### config.mk
export PLATFORM = sky130hd
export DESIGN_NAME = imu_frame_receiver
export DESIGN_NICKNAME = d
export VERILOG_FILES = /design/src/imu_fr_pkg.sv /design/src/imu_fr_ctrl.sv /design/src/imu_fr_store.sv /design/src/imu_fr_outreg.sv /design/src/imu_frame_receiver.sv
export SDC_FILE = /design/constraint.sdc
export NUM_CORES = 1
export LEC_CHECK = 0
export BUFFER_PORTS_ARGS = -buffer_cell sky130_fd_sc_hd__buf_4
export CORE_MARGIN = 10
export CORE_UTILIZATION = 33
export CTS_BUF_LIST = sky130_fd_sc_hd__clkbuf_4
export DETAILED_ROUTE_END_ITERATION = 8
export GPL_ROUTABILITY_DRIVEN = 0
export GPL_TIMING_DRIVEN = 0
export PLACE_DENSITY = 0.56
export SLEW_MARGIN = 20
export SYNTH_ARGS = -nofsm -noshare
export SYNTH_HDL_FRONTEND = slang
export SYNTH_SLANG_ARGS = --single-unit
### constraint.sdc
create_clock -name clk -period 13.1 [get_ports clk]
set_input_delay 1.31 -clock clk [delete_from_list [all_inputs] [get_ports clk]]
set_output_delay 1.31 -clock clk [all_outputs]
set_load 0.02 [all_outputs]
### src/imu_fr_pkg.sv
// Package for the IMU frame receiver: types, constants and the checksum add.
`timescale 1ns / 1ps

package imu_fr_pkg;

    // Frame geometry
    localparam int FRAME_BYTES_DEF = 20;
    localparam int STORE_DEPTH     = 16;
    localparam int STORE_FIRST     = 2;
    localparam int STORE_AW        = $clog2(STORE_DEPTH);

    // Configuration port
    localparam int CFG_IDX_W  = 2;
    localparam int CFG_DATA_W = 8;

    typedef enum logic [CFG_IDX_W-1:0] {
        CFG_SYNC_FIRST  = 2'd0,
        CFG_SYNC_SECOND = 2'd1,
        CFG_MAX_BAD     = 2'd2
    } cfg_idx_t;

    // Register reset values
    localparam logic [7:0] SYNC_FIRST_RST  = 8'h5A;
    localparam logic [7:0] SYNC_SECOND_RST = 8'hA5;
    localparam logic [3:0] MAX_BAD_RST     = 4'd1;

    // Checksum
    localparam logic [15:0] SUM_GOOD = 16'hFFFF;
    localparam logic [3:0]  BAD_SAT  = 4'd15;

    // Write into the payload store
    typedef struct packed {
        logic                wr_en;
        logic [STORE_AW-1:0] wr_addr;
        logic [7:0]          wr_data;
    } store_wr_t;

    // Frame result status from the controller
    typedef struct packed {
        logic done;
        logic good;
        logic lost;
    } frame_res_t;

    // Fields of one frame
    typedef struct packed {
        logic signed [15:0] accel_a;
        logic signed [15:0] accel_b;
        logic signed [15:0] accel_c;
        logic signed [15:0] rate_a;
        logic signed [15:0] rate_b;
        logic signed [15:0] rate_c;
        logic [31:0]        stamp;
    } frame_fields_t;

    // Ones' complement add with end-around carry
    function automatic logic [15:0] oc_add(input logic [15:0] s, input logic [15:0] w);
        logic [16:0] t;
        t = {1'b0, s} + {1'b0, w};
        return t[15:0] + {15'd0, t[16]};
    endfunction

endpackage

### src/imu_fr_ctrl.sv
// Sync hunt, frame byte counter, running checksum and bad-frame counter.
`timescale 1ns / 1ps

module imu_fr_ctrl
    import imu_fr_pkg::*;
#(
    parameter int FRAME_BYTES = FRAME_BYTES_DEF
)
(
    input  logic                  clk,
    input  logic                  rst_n,
    input  logic                  cfg_we,
    input  logic [CFG_IDX_W-1:0]  cfg_index,
    input  logic [CFG_DATA_W-1:0] cfg_data,
    input  logic                  accept,
    input  logic [7:0]            byte_in,
    output store_wr_t             st_wr,
    output frame_res_t            res
);

    localparam int IDX_W = $clog2(FRAME_BYTES);
    localparam int CMP_W = 6;
    localparam logic [CMP_W-1:0] LAST_POS  = CMP_W'(FRAME_BYTES - 1);
    localparam logic [CMP_W-1:0] ST_LO     = CMP_W'(STORE_FIRST);
    localparam logic [CMP_W-1:0] ST_HI     = CMP_W'(STORE_FIRST + STORE_DEPTH);
    localparam logic [IDX_W-1:0] IDX_AFTER = IDX_W'(STORE_FIRST);

    typedef enum logic [1:0] {
        PH_HUNT1 = 2'd0,
        PH_HUNT2 = 2'd1,
        PH_SYNC  = 2'd2
    } phase_t;

    phase_t           phase_reg, phase_next;
    logic [IDX_W-1:0] idx_reg, idx_next;
    logic [15:0]      sum_reg, sum_next;
    logic [7:0]       hold_reg, hold_next;
    logic [3:0]       bad_reg, bad_next;
    logic [7:0]       sync_first_reg, sync_second_reg;
    logic [3:0]       max_bad_reg;

    logic [CMP_W-1:0] idx6;
    logic             is_last;
    logic             is_odd;
    logic [15:0]      word;
    logic [15:0]      sum_add;
    logic [3:0]       bad_inc;

    // Configuration registers
    always_ff @(posedge clk or negedge rst_n)
    begin
        if (!rst_n)
        begin
            sync_first_reg  <= SYNC_FIRST_RST;
            sync_second_reg <= SYNC_SECOND_RST;
            max_bad_reg     <= MAX_BAD_RST;
        end
        else if (cfg_we)
        begin
            case (cfg_index)
                CFG_SYNC_FIRST:  sync_first_reg  <= cfg_data[7:0];
                CFG_SYNC_SECOND: sync_second_reg <= cfg_data[7:0];
                CFG_MAX_BAD:     max_bad_reg     <= cfg_data[3:0];
                default:         ;
            endcase
        end
    end

    // Byte position decode
    assign idx6    = CMP_W'(idx_reg);
    assign is_last = (idx6 >= LAST_POS);
    assign is_odd  = idx_reg[0];
    assign word    = is_odd ? {byte_in, hold_reg} : {8'd0, byte_in};
    assign sum_add = oc_add(sum_reg, word);
    assign bad_inc = (bad_reg < BAD_SAT) ? bad_reg + 4'd1 : BAD_SAT;

    // Store write for payload bytes
    always_comb
    begin
        st_wr.wr_en   = accept && (phase_reg == PH_SYNC) && (idx6 >= ST_LO) && (idx6 < ST_HI);
        st_wr.wr_addr = STORE_AW'(idx6 - ST_LO);
        st_wr.wr_data = byte_in;
    end

    // Next state
    always_comb
    begin
        phase_next = phase_reg;
        idx_next   = idx_reg;
        sum_next   = sum_reg;
        hold_next  = hold_reg;
        bad_next   = bad_reg;
        res.done   = 1'b0;
        res.good   = 1'b0;
        res.lost   = 1'b0;
        if (accept)
        begin
            case (phase_reg)
                PH_HUNT2:
                begin
                    if (byte_in == sync_second_reg)
                    begin
                        sum_next   = {byte_in, hold_reg};
                        idx_next   = IDX_AFTER;
                        bad_next   = 4'd0;
                        phase_next = PH_SYNC;
                    end
                    else
                    begin
                        phase_next = PH_HUNT1;
                    end
                end
                PH_SYNC:
                begin
                    if (!is_odd)
                    begin
                        hold_next = byte_in;
                    end
                    if (!is_last)
                    begin
                        idx_next = IDX_W'(idx6 + CMP_W'(1));
                        if (is_odd)
                        begin
                            sum_next = sum_add;
                        end
                    end
                    else
                    begin
                        idx_next = '0;
                        sum_next = 16'd0;
                        res.done = 1'b1;
                        if (sum_add == SUM_GOOD)
                        begin
                            res.good = 1'b1;
                            bad_next = 4'd0;
                        end
                        else
                        begin
                            bad_next = bad_inc;
                            if (bad_inc > max_bad_reg)
                            begin
                                res.lost   = 1'b1;
                                phase_next = PH_HUNT1;
                            end
                        end
                    end
                end
                default:
                begin
                    phase_next = PH_HUNT1;
                    if (byte_in == sync_first_reg)
                    begin
                        hold_next  = byte_in;
                        phase_next = PH_HUNT2;
                    end
                end
            endcase
        end
    end

    // State registers
    always_ff @(posedge clk or negedge rst_n)
    begin
        if (!rst_n)
        begin
            phase_reg <= PH_HUNT1;
            idx_reg   <= '0;
            sum_reg   <= 16'd0;
            hold_reg  <= 8'd0;
            bad_reg   <= 4'd0;
        end
        else
        begin
            phase_reg <= phase_next;
            idx_reg   <= idx_next;
            sum_reg   <= sum_next;
            hold_reg  <= hold_next;
            bad_reg   <= bad_next;
        end
    end

endmodule

### src/imu_fr_store.sv
// Payload byte store and big-endian field assembly with write bypass.
`timescale 1ns / 1ps

module imu_fr_store
    import imu_fr_pkg::*;
(
    input  logic          clk,
    input  store_wr_t     st_wr,
    output frame_fields_t fields
);

    logic [7:0] mem_reg [STORE_DEPTH];
    logic [7:0] view [STORE_DEPTH];

    // Store write, no reset
    always_ff @(posedge clk)
    begin
        if (st_wr.wr_en)
        begin
            mem_reg[st_wr.wr_addr] <= st_wr.wr_data;
        end
    end

    // Entries as seen after this cycle's write
    always_comb
    begin
        for (int i = 0; i < STORE_DEPTH; i++)
        begin
            view[i] = (st_wr.wr_en && (st_wr.wr_addr == STORE_AW'(i))) ? st_wr.wr_data
                                                                       : mem_reg[i];
        end
    end

    // Big-endian fields
    assign fields.accel_a = {view[0],  view[1]};
    assign fields.accel_b = {view[2],  view[3]};
    assign fields.accel_c = {view[4],  view[5]};
    assign fields.rate_a  = {view[6],  view[7]};
    assign fields.rate_b  = {view[8],  view[9]};
    assign fields.rate_c  = {view[10], view[11]};
    assign fields.stamp   = {view[12], view[13], view[14], view[15]};

endmodule

### src/imu_fr_outreg.sv
// Result register: holds one frame result until it is taken.
`timescale 1ns / 1ps

module imu_fr_outreg
    import imu_fr_pkg::*;
(
    input  logic          clk,
    input  logic          rst_n,
    input  frame_res_t    res,
    input  frame_fields_t fields,
    input  logic          frame_stall,
    output logic          frame_valid,
    output logic          frame_good,
    output logic          lost_sync,
    output frame_fields_t fields_out
);

    logic          valid_reg;
    logic          good_reg;
    logic          lost_reg;
    frame_fields_t fields_reg;

    // Valid flag: set on a new result, cleared when taken
    always_ff @(posedge clk or negedge rst_n)
    begin
        if (!rst_n)
        begin
            valid_reg <= 1'b0;
        end
        else if (res.done)
        begin
            valid_reg <= 1'b1;
        end
        else if (!frame_stall)
        begin
            valid_reg <= 1'b0;
        end
    end

    // Payload; bad frames carry zero fields
    always_ff @(posedge clk)
    begin
        if (res.done)
        begin
            good_reg   <= res.good;
            lost_reg   <= res.lost;
            fields_reg <= res.good ? fields : '0;
        end
    end

    assign frame_valid = valid_reg;
    assign frame_good  = good_reg;
    assign lost_sync   = lost_reg;
    assign fields_out  = fields_reg;

endmodule

### src/imu_frame_receiver.sv
// Top level of the IMU frame receiver.
//
//  channel   dir  handshake                  payload
//  byte      in   byte_valid / byte_stall    byte_in
//  frame     out  frame_valid / frame_stall  frame_good, lost_sync, accel_*, rate_*, stamp
//  config    in   cfg_we                     cfg_index, cfg_data
//
// One byte is taken per cycle; a result appears in the output register the cycle after
// the last byte of a frame and stays until taken. Reset is asynchronous; the payload
// store has no reset and is filled by the frames themselves. byte_stall rises only while
// a result waits and frame_stall is high, so bytes keep flowing while the result is read.
`timescale 1ns / 1ps

module imu_frame_receiver
    import imu_fr_pkg::*;
#(
    parameter int FRAME_BYTES = FRAME_BYTES_DEF
)
(
    input  logic                  clk,
    input  logic                  rst_n,
    input  logic                  cfg_we,
    input  logic [CFG_IDX_W-1:0]  cfg_index,
    input  logic [CFG_DATA_W-1:0] cfg_data,
    input  logic                  byte_valid,
    output logic                  byte_stall,
    input  logic [7:0]            byte_in,
    output logic                  frame_valid,
    input  logic                  frame_stall,
    output logic                  frame_good,
    output logic                  lost_sync,
    output logic signed [15:0]    accel_a,
    output logic signed [15:0]    accel_b,
    output logic signed [15:0]    accel_c,
    output logic signed [15:0]    rate_a,
    output logic signed [15:0]    rate_b,
    output logic signed [15:0]    rate_c,
    output logic [31:0]           stamp
);

    logic          accept;
    store_wr_t     st_wr;
    frame_res_t    res;
    frame_fields_t fields;
    frame_fields_t fields_out;

    // Input handshake
    assign byte_stall = frame_valid && frame_stall;
    assign accept     = byte_valid && !byte_stall;

    imu_fr_ctrl #(
        .FRAME_BYTES (FRAME_BYTES)
    ) u_ctrl (
        .clk       (clk),
        .rst_n     (rst_n),
        .cfg_we    (cfg_we),
        .cfg_index (cfg_index),
        .cfg_data  (cfg_data),
        .accept    (accept),
        .byte_in   (byte_in),
        .st_wr     (st_wr),
        .res       (res)
    );

    imu_fr_store u_store (
        .clk    (clk),
        .st_wr  (st_wr),
        .fields (fields)
    );

    imu_fr_outreg u_outreg (
        .clk         (clk),
        .rst_n       (rst_n),
        .res         (res),
        .fields      (fields),
        .frame_stall (frame_stall),
        .frame_valid (frame_valid),
        .frame_good  (frame_good),
        .lost_sync   (lost_sync),
        .fields_out  (fields_out)
    );

    assign accel_a = fields_out.accel_a;
    assign accel_b = fields_out.accel_b;
    assign accel_c = fields_out.accel_c;
    assign rate_a  = fields_out.rate_a;
    assign rate_b  = fields_out.rate_b;
    assign rate_c  = fields_out.rate_c;
    assign stamp   = fields_out.stamp;

endmodule
==> results by group <==
Setup path
  • RR Startpoint: u_ctrl.idx_reg[0]
  • Critical Path Start Type: register
  • Flop-to-flop setup slack: 6.38 ns
  • Required @ worst endpoint: 13.67 ns
  • Crit path capture type: register
  • Reg2reg end: u_outreg.fields_out[126]
  • CP Class: reg2reg
  • R2R depth: 25
  • Crit path to: u_outreg.fields_out[126]
  • CP Launch Point: u_ctrl.idx_reg[0]
  • Worst-path fanout max: 10
  • WP data arrival: 7.29 ns

Power and ir drop
  • Switching Power: 584.5 uW
  • Pint: 1711 uW
  • Combinational power share: 14.0%
  • PwrDens: 142.5 mW/mm^2
  • Clk pwr share: 36.8%
  • Seq pwr share: 49.2%
  • Leak Pwr: 0.005850 uW
  • Switching Share: 25.46%
  • Max VDD drop: 0.04947 mV

Synth
  • Syn_nets: 947
  • Synth Flop Type: edfxtp_1
  • Synth Warn #: 0
  • Post-synth EDFFs: 258
  • Mapped Cells: 891
  • Distinct cells, synth: 72
  • Register area share after synthesis: 69.42%
  • Syn avg cell area: 14.81 sq um
  • Synthesis-stage register bit count: 314
  • Mapped cell area: 0.01320 sq mm
  • Post-synth ARST share: 17.83%

Clock tree
  • CTS Buffer Depth: 3
  • Number of H-tree levels: 3
  • CTS root buffer: clkbuf_4
  • # hold bufs at CTS: 0
  • CTS resizes: 0
  • CTS tree: yes
  • Post-CTS Setup Bufs: 0
  • Num CTS Buffers: 83
  • Later-pin clock latency in the skew report: 0.75 ns
  • Worst-path clk slew: 0.06 ns
  • Clock sink count: 314

Final layout
  • Filler cell count: 3701
  • Multi-input combinational cell area: 0.003771 sq mm
  • Post-route cell area: 0.01611 sq mm
  • Register area: 0.009160 sq mm
  • Finished Layout Cells: 1716
  • P&R area growth vs syn: 22.07%
  • Layout cells sized above 1: 31.53%
  • Nets@finish: 1187

Min path
  • HP Start: u_ctrl.sum_reg[9]
  • Hold Crit Class: reg2reg

Timing
  • Final TNS setup: 0 ns
  • Maximum clock frequency: 0.1489 GHz
  • WHS: 0.4915 ns
  • Max-slew violations: 0
  • Tcrit/Tclk final: 51.27%
  • Setup repair after global routing missed its margin: no
  • Worst Slack Setup Final: 6.384 ns
  • Final Hold Vio Count: 0
  • Worst slew pin tran: 0.9820 ns
  • Slew HR: 34.53%
  • Clock skew: 0.05042 ns
  • Final Setup Violations: 0
  • Final Critical Period: 6.716 ns

Detailed routing
  • # DRC: 0
  • Vias: 7931
  • DRT Pass-1 Iters: 5
  • Initial DRC count: 396
  • Post-route ant nets: 0
  • Total wire length: 30600 um
  • Via density: 4.622
  • Wirelength per Cell: 17.83 um

GRT
  • GRT Total Usage: 12.64%
  • GR Overflow Total: 0
  • Pin count of the biggest net entering global routing: 111
  • First-pass GRT wire length: 47020 um
  • Initial antenna violation count: 4
  • Vias in the first global route: 8059

Die
  • I/O Pins: 155
  • Floorplan row count: 73
  • Starting density of the core: 33.29%
  • Core Region: 0.03964 sq mm
  • Die outline height: 220.0 um
  • Die area: 0.04838 sq mm
  • Chip width: 220.0 um

Run
  • MaxCap Viol Count: 0

Placement
  • Buffers on Ports: 154
  • Dpl cell area: 0.01505 sq mm
  • Post-place setup slack: 6.099 ns
  • Placed Cells: 1571
  • HPWL after DPL: 20280 um

Run status
  • Status: completed
-- power by group through the flow --
stage | registers [uW] | clock network (uW) | logic (uW)
after detailed placement | 1150 | 0 | 320
after floorplan | 1140 | 0 | 245
final | 1130 | 845 | 321
after global routing | 1130 | 938 | 360
after CTS | 1130 | 883 | 321
after global placement | 1150 | 0 | 313
-- cells by family (layout without fill, tap and decap cells) --
group	after synthesis	count (layout)	synth area share (%)
flops	314	314	69.42
mux	46	46	3.878
compound gates	105	105	5.538
simple gates	302	302	12.89
fa+ha+maj	33	33	3.186
other cells	0	5	0
xor+xnor	43	43	3.053
buf+inv	48	343	2.039
-- worst min-delay path by stage --
stage | end | slack [ns] | depth (start not counted)
3_5_place_dp | u_ctrl.sum_reg[9] | 0.48 | 2
5_1_grt | u_ctrl.sum_reg[13] | 0.52 | 2
3_3_place_gp | u_ctrl.sum_reg[9] | 0.47 | 2
4_1_cts | u_ctrl.sum_reg[9] | 0.50 | 2
6_report | u_ctrl.sum_reg[9] | 0.49 | 2
2_1_floorplan | u_ctrl.sum_reg[0] | 0.46 | 2
-- cell type report --
| type | instances | share of cell area [%] |
|---|---|---|
| antenna | 5 | 0.07768 |
| buffer | 30 | 1.251 |
| clock buffer | 130 | 6.059 |
| clock inverter | 10 | 0.4428 |
| inverter | 18 | 0.4661 |
| multi-input combinational | 529 | 23.41 |
| sequential | 314 | 56.87 |
| tap | 525 | 4.078 |
| timing repair buffer | 155 | 7.348 |
-- worst max-delay path, stage by stage (launching register included) --
cell      delay (ns)
dfrtp_1         0.40
clkbuf_1        0.54
clkbuf_1        0.48
mux2_2          0.39
ha_1            0.26
clkbuf_1        0.33
a21oi_1         0.18
o21bai_1        0.19
a21oi_1         0.09
o21ai_1         0.29
o31a_1          0.29
a21o_1          0.15
a21o_1          0.16
ha_1            0.19
ha_1            0.19
nand2_1         0.07
nor3_1          0.30
and2_1          0.26
and2_1          0.23
xnor2_1         0.13
and4b_1         0.25
o311ai_1        0.15
nor4b_4         0.38
buf_4           0.33
buf_6           0.16
and2_1          0.14
-- synth_stat cells, types with 10 or more instances --
library cell | number | area share [%]
mux2_2 | 41 | 3.5
dfrtp_1 | 47 | 8.9
xor2_1 | 23 | 1.5
nand2_1 | 47 | 1.3
buf_6 | 10 | 0.85
clkbuf_1 | 13 | 0.37
a21o_1 | 11 | 0.63
inv_1 | 18 | 0.51
nor2_1 | 41 | 1.2
ha_1 | 32 | 3.0
a21oi_1 | 24 | 0.91
o21ai_0 | 20 | 0.76
and2_1 | 139 | 6.6
xnor2_1 | 18 | 1.2
edfxtp_1 | 258 | 59
nand3_1 | 16 | 0.61
nand2b_1 | 11 | 0.52
-- metrics by stage --
step / total power (uW) / util (%)
after floorplan: 1389 / -
after global placement: 1460 / 37.86
after detailed placement: 1468 / 37.96
after CTS: 2333 / 40.60
after global routing: 2430 / 40.64
final: 2295 / 40.64
-- layout by cell type, fill, tap and decap left out, drive strengths merged, types with 9 or more instances in the layout --
master,count
edfxtp,258
mux2,41
clkbuf,143
xnor2,20
a21oi,24
nor3,9
nand2,47
dfstp,9
inv,20
ha,32
nor2,41
and2,139
buf,172
xor2,23
dfrtp,47
nand2b,11
o21ai,21
nand3,16
a21o,11
-- routing by layer --
metal | global-route usage, % | share of wire (%) | wire (um) | up-vias
met5 | 0 | 0.042 | 13 | -
met4 | 3.995 | 1.3 | 387 | 2
met3 | 3.935 | 7.4 | 2273 | 39
met2 | 19.50 | 47 | 14240 | 231
met1 | 16.66 | 45 | 13680 | 3861
li1 | - | - | - | 3798
Note: power is estimated with default switching activity, not from simulation.
